===== src/sv/pidfd_pkg.sv =====
`timescale 1ns / 1ps
`default_nettype none

package pidfd_pkg;

    localparam int GAIN_W     = 16;
    localparam int TIME_W     = 16;
    localparam int LIMIT_W    = 31;
    localparam int SUM_W      = 32;
    localparam int SLOPE_W    = 32;
    localparam int DRIVE_W    = 32;
    localparam int ACC_W      = 64;
    localparam int CFG_IDX_W  = 3;
    localparam int CFG_DATA_W = 32;

    // radix-4 restoring divider: two quotient bits per cycle over a 64-bit dividend
    localparam int DIV_CYCLES = ACC_W / 2;
    localparam int DIV_CNT_W  = $clog2(DIV_CYCLES);

    localparam logic [TIME_W-1:0] SAMPLE_PERIOD_RST = 16'd655;

    typedef enum logic [CFG_IDX_W-1:0] {
        REG_GAIN_PROP      = 3'd0,
        REG_GAIN_INTEG     = 3'd1,
        REG_GAIN_DERIV     = 3'd2,
        REG_SAMPLE_PERIOD  = 3'd3,
        REG_FILTER_TIME    = 3'd4,
        REG_INTEGRAL_LIMIT = 3'd5
    } cfg_idx_t;

    typedef struct packed {
        logic signed [GAIN_W-1:0] gain_prop;
        logic signed [GAIN_W-1:0] gain_integ;
        logic signed [GAIN_W-1:0] gain_deriv;
        logic [TIME_W-1:0]        sample_period;
        logic [TIME_W-1:0]        filter_time;
        logic [LIMIT_W-1:0]       integral_limit;
    } cfg_t;

    typedef struct packed {
        logic load;     // capture error of the accepted beat
        logic prep;     // integral update, slope delta, tf*slope
        logic num;      // form numerator, start divider, P*error
        logic mul_a;    // hold P term, I*dt
        logic mul_i;    // integral*(I*dt)
        logic mul_b;    // hold integral term
        logic slope;    // write back filtered slope
        logic mul_d;    // D*slope
        logic sum_bc;   // integral term plus derivative term
        logic form_x;   // align and add proportional term
        logic emit;     // round, saturate, load output register
    } dp_cmd_t;

    typedef struct packed {
        logic div_busy;
    } dp_stat_t;

endpackage

`default_nettype wire


===== src/sv/pidfd_regs.sv =====
`timescale 1ns / 1ps
`default_nettype none

module pidfd_regs (
    input  wire logic                                aclk,
    input  wire logic                                aresetn,
    input  wire logic                                cfg_valid,
    output logic                                     cfg_ready,
    input  wire logic [pidfd_pkg::CFG_IDX_W-1:0]     cfg_index,
    input  wire logic [pidfd_pkg::CFG_DATA_W-1:0]    cfg_data,
    output pidfd_pkg::cfg_t                          cfg
);

    pidfd_pkg::cfg_t cfg_reg;
    pidfd_pkg::cfg_t cfg_next;

    assign cfg_ready = 1'b1;
    assign cfg       = cfg_reg;

    always_comb begin
        cfg_next = cfg_reg;
        if (cfg_valid) begin
            case (cfg_index)
                pidfd_pkg::REG_GAIN_PROP: begin
                    cfg_next.gain_prop = cfg_data[pidfd_pkg::GAIN_W-1:0];
                end
                pidfd_pkg::REG_GAIN_INTEG: begin
                    cfg_next.gain_integ = cfg_data[pidfd_pkg::GAIN_W-1:0];
                end
                pidfd_pkg::REG_GAIN_DERIV: begin
                    cfg_next.gain_deriv = cfg_data[pidfd_pkg::GAIN_W-1:0];
                end
                pidfd_pkg::REG_SAMPLE_PERIOD: begin
                    cfg_next.sample_period = cfg_data[pidfd_pkg::TIME_W-1:0];
                end
                pidfd_pkg::REG_FILTER_TIME: begin
                    cfg_next.filter_time = cfg_data[pidfd_pkg::TIME_W-1:0];
                end
                pidfd_pkg::REG_INTEGRAL_LIMIT: begin
                    cfg_next.integral_limit = cfg_data[pidfd_pkg::LIMIT_W-1:0];
                end
                default: begin
                    // drop writes to unmapped indexes
                end
            endcase
        end
    end

    always_ff @(posedge aclk) begin
        if (!aresetn) begin
            cfg_reg.gain_prop      <= '0;
            cfg_reg.gain_integ     <= '0;
            cfg_reg.gain_deriv     <= '0;
            cfg_reg.sample_period  <= pidfd_pkg::SAMPLE_PERIOD_RST;
            cfg_reg.filter_time    <= '0;
            cfg_reg.integral_limit <= '0;
        end else begin
            cfg_reg <= cfg_next;
        end
    end

endmodule

`default_nettype wire


===== src/sv/pidfd_ctrl.sv =====
`timescale 1ns / 1ps
`default_nettype none

module pidfd_ctrl (
    input  wire logic                aclk,
    input  wire logic                aresetn,
    input  wire logic                s_tvalid,
    output logic                     s_tready,
    output logic                     m_tvalid,
    input  wire logic                m_tready,
    input  wire pidfd_pkg::dp_stat_t stat,
    output pidfd_pkg::dp_cmd_t       cmd
);

    typedef enum logic [11:0] {
        S_IDLE     = 12'b0000_0000_0001,
        S_PREP     = 12'b0000_0000_0010,
        S_NUM      = 12'b0000_0000_0100,
        S_MUL_A    = 12'b0000_0000_1000,
        S_MUL_I    = 12'b0000_0001_0000,
        S_MUL_B    = 12'b0000_0010_0000,
        S_DIV_WAIT = 12'b0000_0100_0000,
        S_SLOPE    = 12'b0000_1000_0000,
        S_MUL_D    = 12'b0001_0000_0000,
        S_SUM_BC   = 12'b0010_0000_0000,
        S_FORM_X   = 12'b0100_0000_0000,
        S_EMIT     = 12'b1000_0000_0000
    } state_t;

    state_t state_reg;
    state_t state_next;
    logic   m_tvalid_reg;
    logic   m_tvalid_next;
    logic   out_free;

    assign s_tready = (state_reg == S_IDLE);
    assign m_tvalid = m_tvalid_reg;
    assign out_free = !m_tvalid_reg || m_tready;

    always_comb begin
        state_next = state_reg;
        cmd        = '0;
        case (state_reg)
            S_IDLE: begin
                if (s_tvalid) begin
                    cmd.load   = 1'b1;
                    state_next = S_PREP;
                end
            end
            S_PREP: begin
                cmd.prep   = 1'b1;
                state_next = S_NUM;
            end
            S_NUM: begin
                cmd.num    = 1'b1;
                state_next = S_MUL_A;
            end
            S_MUL_A: begin
                cmd.mul_a  = 1'b1;
                state_next = S_MUL_I;
            end
            S_MUL_I: begin
                cmd.mul_i  = 1'b1;
                state_next = S_MUL_B;
            end
            S_MUL_B: begin
                cmd.mul_b  = 1'b1;
                state_next = S_DIV_WAIT;
            end
            S_DIV_WAIT: begin
                if (!stat.div_busy) begin
                    state_next = S_SLOPE;
                end
            end
            S_SLOPE: begin
                cmd.slope  = 1'b1;
                state_next = S_MUL_D;
            end
            S_MUL_D: begin
                cmd.mul_d  = 1'b1;
                state_next = S_SUM_BC;
            end
            S_SUM_BC: begin
                cmd.sum_bc = 1'b1;
                state_next = S_FORM_X;
            end
            S_FORM_X: begin
                cmd.form_x = 1'b1;
                state_next = S_EMIT;
            end
            S_EMIT: begin
                // hold until the output register has room
                if (out_free) begin
                    cmd.emit   = 1'b1;
                    state_next = S_IDLE;
                end
            end
            default: begin
                state_next = S_IDLE;
            end
        endcase
    end

    always_comb begin
        m_tvalid_next = m_tvalid_reg;
        if (cmd.emit) begin
            m_tvalid_next = 1'b1;
        end else if (m_tready) begin
            m_tvalid_next = 1'b0;
        end
    end

    always_ff @(posedge aclk) begin
        if (!aresetn) begin
            state_reg    <= S_IDLE;
            m_tvalid_reg <= 1'b0;
        end else begin
            state_reg    <= state_next;
            m_tvalid_reg <= m_tvalid_next;
        end
    end

endmodule

`default_nettype wire


===== src/sv/pidfd_dp.sv =====
`timescale 1ns / 1ps
`default_nettype none

module pidfd_dp #(
    parameter int DATA_WIDTH = 16
) (
    input  wire logic                              aclk,
    input  wire logic                              aresetn,
    input  wire pidfd_pkg::cfg_t                   cfg,
    input  wire pidfd_pkg::dp_cmd_t                cmd,
    output pidfd_pkg::dp_stat_t                    stat,
    input  wire logic [DATA_WIDTH-1:0]             measured,
    input  wire logic [DATA_WIDTH-1:0]             setpoint,
    output logic [pidfd_pkg::DRIVE_W-1:0]          drive
);

    localparam int EW   = DATA_WIDTH + 1;
    localparam int MA_W = ((EW > pidfd_pkg::SUM_W) ? EW : pidfd_pkg::SUM_W) + 1;
    localparam int SW   = MA_W + 1;
    localparam int MB_W = pidfd_pkg::SUM_W + 1;
    localparam int P_W  = MA_W + MB_W;
    localparam int AW   = pidfd_pkg::ACC_W;
    localparam int XS_W = AW - 8;
    localparam logic [pidfd_pkg::DIV_CNT_W-1:0] DIV_LAST =
        pidfd_pkg::DIV_CNT_W'(pidfd_pkg::DIV_CYCLES - 1);

    // state carried across samples
    logic signed [EW-1:0]   err_reg;
    logic signed [EW-1:0]   prev_err_reg;
    logic signed [31:0]     integral_reg;
    logic signed [31:0]     slope_reg;

    // per-sample working registers
    logic signed [31:0]     delta_reg;
    logic signed [P_W-1:0]  prod_reg;
    logic signed [AW-1:0]   a_reg;
    logic signed [AW-1:0]   acc_reg;
    logic signed [AW-1:0]   bc_reg;
    logic signed [AW-1:0]   x_reg;
    logic                   inexact_reg;
    logic [31:0]            drive_reg;

    // divider
    logic [AW-1:0]                        quo_reg;
    logic [16:0]                          rem_reg;
    logic                                 div_neg_reg;
    logic                                 div_busy_reg;
    logic [pidfd_pkg::DIV_CNT_W-1:0]      div_cnt_reg;

    logic signed [EW-1:0]   err_next;
    logic signed [SW-1:0]   err_ext;
    logic signed [SW-1:0]   prev_ext;
    logic signed [SW-1:0]   int_ext;
    logic signed [SW-1:0]   isum;
    logic [31:0]            isat;
    logic signed [32:0]     s33;
    logic signed [32:0]     lim_pos;
    logic signed [32:0]     lim_neg;
    logic signed [31:0]     integral_next;
    logic signed [SW-1:0]   dsum;
    logic signed [31:0]     delta_next;
    logic signed [MA_W-1:0] mul_a;
    logic signed [MB_W-1:0] mul_b;
    logic                   mul_en;
    logic signed [AW-1:0]   prod_lo;
    logic signed [AW-1:0]   num;
    logic [AW-1:0]          num_mag;
    logic [16:0]            den;
    logic                   den_zero;
    logic [17:0]            t1;
    logic [17:0]            t2;
    logic                   ge1;
    logic                   ge2;
    logic [16:0]            r1;
    logic [16:0]            r2;
    logic [AW-1:0]          q1;
    logic [AW-1:0]          q2;
    logic [31:0]            slope_next;
    logic signed [XS_W-1:0] x_sh;
    logic signed [XS_W-1:0] res;
    logic [31:0]            drive_next;

    assign err_next = $signed({setpoint[DATA_WIDTH-1], setpoint})
                    - $signed({measured[DATA_WIDTH-1], measured});

    assign err_ext  = {{(SW-EW){err_reg[EW-1]}}, err_reg};
    assign prev_ext = {{(SW-EW){prev_err_reg[EW-1]}}, prev_err_reg};
    assign int_ext  = {{(SW-32){integral_reg[31]}}, integral_reg};

    // integral: saturate to 32 bits, then clamp to the configured magnitude unless it is zero
    always_comb begin
        isum = int_ext + err_ext;
        if ((&isum[SW-1:31]) || !(|isum[SW-1:31])) begin
            isat = isum[31:0];
        end else if (isum[SW-1]) begin
            isat = 32'h8000_0000;
        end else begin
            isat = 32'h7FFF_FFFF;
        end
        s33     = {isat[31], isat};
        lim_pos = {2'b00, cfg.integral_limit};
        lim_neg = -lim_pos;
        integral_next = isat;
        if (cfg.integral_limit != '0) begin
            if (s33 > lim_pos) begin
                integral_next = lim_pos[31:0];
            end else if (s33 < lim_neg) begin
                integral_next = lim_neg[31:0];
            end
        end
    end

    // error step, saturated to +/- 2^30
    always_comb begin
        dsum = err_ext - prev_ext;
        if ((&dsum[SW-1:30]) || !(|dsum[SW-1:30])) begin
            delta_next = dsum[31:0];
        end else if (dsum[SW-1]) begin
            delta_next = 32'hC000_0000;
        end else begin
            delta_next = 32'h4000_0000;
        end
    end

    // shared multiplier operand select
    always_comb begin
        mul_a = '0;
        mul_b = '0;
        if (cmd.prep) begin
            mul_a = {{(MA_W-32){slope_reg[31]}}, slope_reg};
            mul_b = {{(MB_W-pidfd_pkg::TIME_W){1'b0}}, cfg.filter_time};
        end else if (cmd.num) begin
            mul_a = {{(MA_W-EW){err_reg[EW-1]}}, err_reg};
            mul_b = {{(MB_W-pidfd_pkg::GAIN_W){cfg.gain_prop[15]}}, cfg.gain_prop};
        end else if (cmd.mul_a) begin
            mul_a = {{(MA_W-pidfd_pkg::GAIN_W){cfg.gain_integ[15]}}, cfg.gain_integ};
            mul_b = {{(MB_W-pidfd_pkg::TIME_W){1'b0}}, cfg.sample_period};
        end else if (cmd.mul_i) begin
            mul_a = {{(MA_W-32){integral_reg[31]}}, integral_reg};
            mul_b = prod_reg[MB_W-1:0];
        end else if (cmd.mul_d) begin
            mul_a = {{(MA_W-32){slope_reg[31]}}, slope_reg};
            mul_b = {{(MB_W-pidfd_pkg::GAIN_W){cfg.gain_deriv[15]}}, cfg.gain_deriv};
        end
    end

    assign mul_en  = cmd.prep || cmd.num || cmd.mul_a || cmd.mul_i || cmd.mul_d;
    assign prod_lo = prod_reg[AW-1:0];

    // numerator tf*slope + delta*2^32 in sign-magnitude form
    assign num      = prod_lo + $signed({delta_reg, 32'h0000_0000});
    assign num_mag  = num[AW-1] ? AW'(-num) : AW'(num);
    assign den      = {1'b0, cfg.sample_period} + {1'b0, cfg.filter_time};
    assign den_zero = (den == '0);

    // two restoring steps per cycle
    always_comb begin
        t1  = {rem_reg, quo_reg[AW-1]};
        ge1 = (t1 >= {1'b0, den});
        r1  = ge1 ? 17'(t1 - {1'b0, den}) : t1[16:0];
        q1  = {quo_reg[AW-2:0], ge1};
        t2  = {r1, q1[AW-1]};
        ge2 = (t2 >= {1'b0, den});
        r2  = ge2 ? 17'(t2 - {1'b0, den}) : t2[16:0];
        q2  = {q1[AW-2:0], ge2};
    end

    // quotient back to signed, saturated to 32 bits
    always_comb begin
        if (div_neg_reg) begin
            if ((|quo_reg[AW-1:32]) || (quo_reg[31] && (|quo_reg[30:0]))) begin
                slope_next = 32'h8000_0000;
            end else begin
                slope_next = 32'(-quo_reg[31:0]);
            end
        end else if (|quo_reg[AW-1:31]) begin
            slope_next = 32'h7FFF_FFFF;
        end else begin
            slope_next = quo_reg[31:0];
        end
    end

    // shift out the Q.24 fraction, truncating toward zero
    always_comb begin
        x_sh = x_reg[AW-1:8];
        res  = x_sh + XS_W'(x_reg[AW-1] && (inexact_reg || (|x_reg[7:0])));
        if ((&res[XS_W-1:31]) || !(|res[XS_W-1:31])) begin
            drive_next = res[31:0];
        end else if (res[XS_W-1]) begin
            drive_next = 32'h8000_0000;
        end else begin
            drive_next = 32'h7FFF_FFFF;
        end
    end

    always_ff @(posedge aclk) begin
        if (!aresetn) begin
            prev_err_reg <= '0;
            integral_reg <= '0;
            slope_reg    <= '0;
            div_busy_reg <= 1'b0;
            div_cnt_reg  <= '0;
        end else begin
            if (cmd.prep) begin
                integral_reg <= integral_next;
                prev_err_reg <= err_reg;
            end
            if (cmd.slope && !den_zero) begin
                slope_reg <= slope_next;
            end
            if (cmd.num && !den_zero) begin
                div_busy_reg <= 1'b1;
                div_cnt_reg  <= '0;
            end else if (div_busy_reg) begin
                div_cnt_reg <= div_cnt_reg + 1'b1;
                if (div_cnt_reg == DIV_LAST) begin
                    div_busy_reg <= 1'b0;
                end
            end
        end
    end

    always_ff @(posedge aclk) begin
        if (cmd.load) begin
            err_reg <= err_next;
        end
        if (cmd.prep) begin
            delta_reg <= delta_next;
        end
        if (mul_en) begin
            prod_reg <= mul_a * mul_b;
        end
        if (cmd.num) begin
            quo_reg     <= num_mag;
            rem_reg     <= '0;
            div_neg_reg <= num[AW-1];
        end else if (div_busy_reg) begin
            quo_reg <= q2;
            rem_reg <= r2;
        end
        if (cmd.mul_a) begin
            a_reg <= prod_lo;
        end
        if (cmd.mul_b) begin
            acc_reg <= prod_lo;
        end
        if (cmd.sum_bc) begin
            bc_reg <= acc_reg + prod_lo;
        end
        if (cmd.form_x) begin
            x_reg       <= a_reg + (bc_reg >>> 16);
            inexact_reg <= |bc_reg[15:0];
        end
        if (cmd.emit) begin
            drive_reg <= drive_next;
        end
    end

    assign stat.div_busy = div_busy_reg;
    assign drive         = drive_reg;

endmodule

`default_nettype wire


===== src/sv/pid_filtered_derivative_top.sv =====
`timescale 1ns / 1ps
`default_nettype none
// An accepted beat passes the prep, num, multiply, divide-wait, slope, D-multiply,
// sum and emit states on a single shared multiplier before m_tvalid; the radix-4
// slope divide is skipped when sample_period + filter_time is zero. A new beat is
// taken only in idle; a finished result waits in the output register.
// Reset: synchronous, active-low aresetn; clears integral, slope and previous error
// and loads the configuration registers with their reset values.

module pid_filtered_derivative_top #(
    parameter int DATA_WIDTH = 16
) (
    input  wire logic                                 aclk,
    input  wire logic                                 aresetn,
    // s_tdata: measured [DATA_WIDTH-1:0], setpoint [2*DATA_WIDTH-1:DATA_WIDTH]
    input  wire logic                                 s_tvalid,
    output logic                                      s_tready,
    input  wire logic [((2*DATA_WIDTH+7)/8)*8-1:0]    s_tdata,
    // m_tdata: drive [31:0]
    output logic                                      m_tvalid,
    input  wire logic                                 m_tready,
    output logic [pidfd_pkg::DRIVE_W-1:0]             m_tdata,
    input  wire logic                                 cfg_valid,
    output logic                                      cfg_ready,
    input  wire logic [pidfd_pkg::CFG_IDX_W-1:0]      cfg_index,
    input  wire logic [pidfd_pkg::CFG_DATA_W-1:0]     cfg_data
);

    pidfd_pkg::cfg_t     cfg;
    pidfd_pkg::dp_cmd_t  cmd;
    pidfd_pkg::dp_stat_t stat;

    pidfd_regs u_regs (
        .aclk      (aclk),
        .aresetn   (aresetn),
        .cfg_valid (cfg_valid),
        .cfg_ready (cfg_ready),
        .cfg_index (cfg_index),
        .cfg_data  (cfg_data),
        .cfg       (cfg)
    );

    pidfd_ctrl u_ctrl (
        .aclk     (aclk),
        .aresetn  (aresetn),
        .s_tvalid (s_tvalid),
        .s_tready (s_tready),
        .m_tvalid (m_tvalid),
        .m_tready (m_tready),
        .stat     (stat),
        .cmd      (cmd)
    );

    pidfd_dp #(
        .DATA_WIDTH (DATA_WIDTH)
    ) u_dp (
        .aclk     (aclk),
        .aresetn  (aresetn),
        .cfg      (cfg),
        .cmd      (cmd),
        .stat     (stat),
        .measured (s_tdata[DATA_WIDTH-1:0]),
        .setpoint (s_tdata[2*DATA_WIDTH-1:DATA_WIDTH]),
        .drive    (m_tdata)
    );

endmodule

`default_nettype wire


===== config.mk =====
export PLATFORM = sky130hd
export DESIGN_NAME = pid_filtered_derivative_top
export DESIGN_NICKNAME = d
export VERILOG_FILES = /design/src/sv/pidfd_pkg.sv /design/src/sv/pidfd_regs.sv /design/src/sv/pidfd_ctrl.sv /design/src/sv/pidfd_dp.sv /design/src/sv/pid_filtered_derivative_top.sv
export SDC_FILE = /design/constraint.sdc
export NUM_CORES = 2
export LEC_CHECK = 0
export BUFFER_PORTS_ARGS = -buffer_cell sky130_fd_sc_hd__clkbuf_2
export CORE_ASPECT_RATIO = 1.4
export CORE_MARGIN = 1.5
export CORE_UTILIZATION = 31
export DETAILED_ROUTE_END_ITERATION = 7
export PLACE_DENSITY_LB_ADDON = 0.25
export SYNTH_ARGS = -nofsm -noshare
export SYNTH_HDL_FRONTEND = slang
export SYNTH_HIERARCHICAL = 1
export SYNTH_SLANG_ARGS = --single-unit

===== constraint.sdc =====
create_clock -name aclk -period 26.3 [get_ports aclk]
set_input_delay 5.26 -clock aclk [delete_from_list [all_inputs] [get_ports aclk]]
set_output_delay 5.26 -clock aclk [all_outputs]
set_load 0.01 [all_outputs]

==> reports/metrics.csv <==
stage;metric;value;unit
setup_path;worst-endpoint-arrival;13.45;ns
setup_path;cp_max_fo;73;
routing;first_pass_iters;7;
setup_path;worstReg2RegStart;u_ctrl/state_reg[5]$_SDFFE_PN0P_;
hold_path;min_path_cells;2;
sta;period_share;49.7;%
clock_network;cts_hold_buf;0;
routing;routed_via_density;5.18;
synthesis;ys_seq_area_share;22.4;%
power;powerDensity;37.7;nW/um2
floorplan;start_util;31.1;%
setup_path;slowest_stage;fa_1;
setup_path;critPathRequiredTime;26.68;ns
finish;final_nets;10600;
grt;grt_max_degree;125;
floorplan;core;261000;um2
setup_path;reg2reg_depth;34;
synthesis;syn_inst;8935;
routing;routed_wl;286000;um
routing;wire_per_inst;22.9;um
synthesis;synth_seq_cells;681;
grt;grt_pass1_vias;68000;
floorplan;io_pins;107;
sta;rsz0062_at_grt;false;
setup_path;cp-end-kind;flip-flop;
floorplan;fp.dieW;436;um
sta;finalClockSkew;0.0414;ns
power;p_int;2170;uW
hold_path;hp-start;u_regs/cfg[69]$_SDFFE_PN0P_;
hold_path;hold_class;flip-flop to flip-flop;
placement;preCtsSetupSlack;13.22;ns
clock_network;cts_setup_buffers;0;
finish;synthToLayoutAreaGrowth;9.17;%
sta;setup_viol;0;
clock_network;clock_latency;0.67;ns
routing;initialDrtViolationCount;4560;
clock_network;cts_root_buf;clkbuf_16;
grt;overflow;0;
finish;final_common_cell;inv_1;
synthesis;synth_edf_count;453;
placement;dp_hpwl;218000;um
floorplan;die_area;265000;um2
setup_path;reg2reg_to;u_dp/prod_reg[58]$_DFFE_PP_;
finish;largest_reg_flops;111;
routing;drtAntennaViolNets;0;
setup_path;r2r_slack;13.23;ns
sta;hold_viol;0;
floorplan;rows;222;
power;p_leak;0.0393;uW
setup_path;cpMostUsedCell;fa_1;
setup_path;worstSetupPathType;flip-flop to flip-flop;
floorplan;die_h;609;um
sta;slew_headroom;16.5;%
synthesis;synthArstFlopShare;0;%
synthesis;ys_warn_count;6;
clock_network;htree_levels;3;
clock_network;cts_tree;yes;
sta;finalWorstSetupSlack;13.23;ns
placement;port_buffers;104;
hold_path;min_to;u_regs/cfg[69]$_SDFFE_PN0P_;
sta;finalSetupTns;0;ns
power;p_sw_share;35.1;%
clock_network;clk_path_buf_depth;3;
sta;finalCriticalPeriod;13.07;ns
placement;gp_congestion;0.952;
clock_network;cts_resized;0;
setup_path;cpPeakStageDelay;1.01;ns
power;seq_power_share;36.2;%
power;irDropWorstVdd;0.0695;mV
finish;layout_common_cells;inv_1 (1325), fa_1 (1114), nor2_1 (966);
synthesis;syn_nets;10700;
power;power_frac_clock;31.5;%
setup_path;cp-startpoint;u_ctrl/state_reg[5]$_SDFFE_PN0P_;
clock_network;clock_sinks;681;
routing;vias;64600;
run;maxCapViolations;0;
sta;worst_pin_slew;1.25;ns
grt;grt_first_pass_wirelength;430000;um
sta;slew_viol_final;0;
sta;max_freq;0.0765;GHz
finish;drive_above_1_share;5.56;%
synthesis;ys.flop_type;edfxtp_1;
synthesis;synth_cell_type_count;95;
power;p_switching;1170;uW
outcome;outcome;finished clean;
clock_network;clk_pin_slew;0.07;ns
grt;globalRouteTotalUtil;21.5;%
power;combPwrFrac;32.3;%
synthesis;netlist_area;81200;um2
synthesis;synth_area_per_cell;9.09;um2
sta;timing.hold.ws;0.460;ns
grt;grt_antenna_before_repair;18;
routing;drc;0;
setup_path;crit_path_start_kind;flip-flop;
clock_network;cts_buffers;71;
[cell usage after synthesis (84+ instances only)]
cell | count | area share (%)
o21a_1 | 84 | 0.78
a21oi_1 | 574 | 3.5
clkbuf_1 | 332 | 1.5
nand2_1 | 946 | 4.4
mux2i_1 | 148 | 1.8
nand4_1 | 85 | 0.65
nor2_1 | 969 | 4.5
inv_1 | 1326 | 6.1
xnor2_1 | 271 | 2.9
nand3_1 | 127 | 0.78
o21ai_0 | 315 | 1.9
fa_1 | 1114 | 27
ha_1 | 556 | 8.6
edfxtp_1 | 453 | 17
xor2_1 | 151 | 1.6
dfxtp_1 | 228 | 5.6
a21o_1 | 199 | 1.8
[worst max-delay path, delay by kind of cell (launching register included)]
kind	cells	cell delay [ns]
AOI/OAI and AO/OA	8	1.57
xor gates and xnor gates	1	0.19
adders and majority gates	9	5.59
buffers and inverters	7	2.24
DFF	1	0.37
and+or+nand+nor	9	2.63
[cells by family (layout without fill, tap and decap cells)]
logic type | count (synthesis) | after routing | synth area share, %
mux | 157 | 157 | 1.95
flops | 681 | 681 | 22.4
simple gates | 2622 | 2622 | 14.3
compound gates | 1677 | 1677 | 12.8
buf+inv | 1705 | 1711 | 7.94
fa+ha+maj | 1670 | 1670 | 36.0
other cells | 1 | 52 | 0.00462
xor+xnor | 422 | 422 | 4.55
[cell type report]
class / instances / area, um2
well taps: 3472 / 4340
diodes: 51 / 128
inverters: 1330 / 4990
clock inverters: 42 / 419
flip-flops and latches: 681 / 18200
clock buffers: 86 / 1930
multi-input cells: 6549 / 57000
fillers: 26900 / 172000
repair buffers: 253 / 1660
[routing by layer]
metal,global-route usage [%],vias to the layer above,routed length (um)
met3,2.61,613,14300
met4,13.6,0,21100
met1,24.5,32700,109000
met2,38.1,1923,142000
li1,-,29300,-
met5,0,-,0
[per-stage QoR]
stage	cells	util (%)	total power, uW	cell area, um2
2_1_floorplan	8935	-	1980	81200
3_3_place_gp	12300	33.0	2290	86200
3_5_place_dp	12300	33.0	2300	86200
4_1_cts	12400	33.9	3370	88500
5_1_grt	12500	34.0	3520	88600
6_report	12500	34.0	3340	88600
[how the worst max path moves through the flow]
| stage | endpoint | slack, ns |
|---|---|---|
| 2_1_floorplan | u_dp/prod_reg[58]$_DFFE_PP_ | 12.70 |
| 3_3_place_gp | u_dp/prod_reg[58]$_DFFE_PP_ | 13.28 |
| 3_5_place_dp | u_dp/prod_reg[58]$_DFFE_PP_ | 13.22 |
| 4_1_cts | u_dp/prod_reg[58]$_DFFE_PP_ | 13.16 |
| 5_1_grt | u_dp/prod_reg[58]$_DFFE_PP_ | 12.45 |
| 6_report | u_dp/prod_reg[58]$_DFFE_PP_ | 13.23 |
[power groups by stage]
stage | Clock (uW) | Sequential (uW) | Combinational [uW]
after floorplan | 0 | 1210 | 767
after global placement | 0 | 1230 | 1050
after detailed placement | 0 | 1230 | 1070
after CTS | 1090 | 1210 | 1070
after global routing | 1120 | 1210 | 1190
final | 1050 | 1210 | 1080
Note: power is estimated with default switching activity, not from simulation.
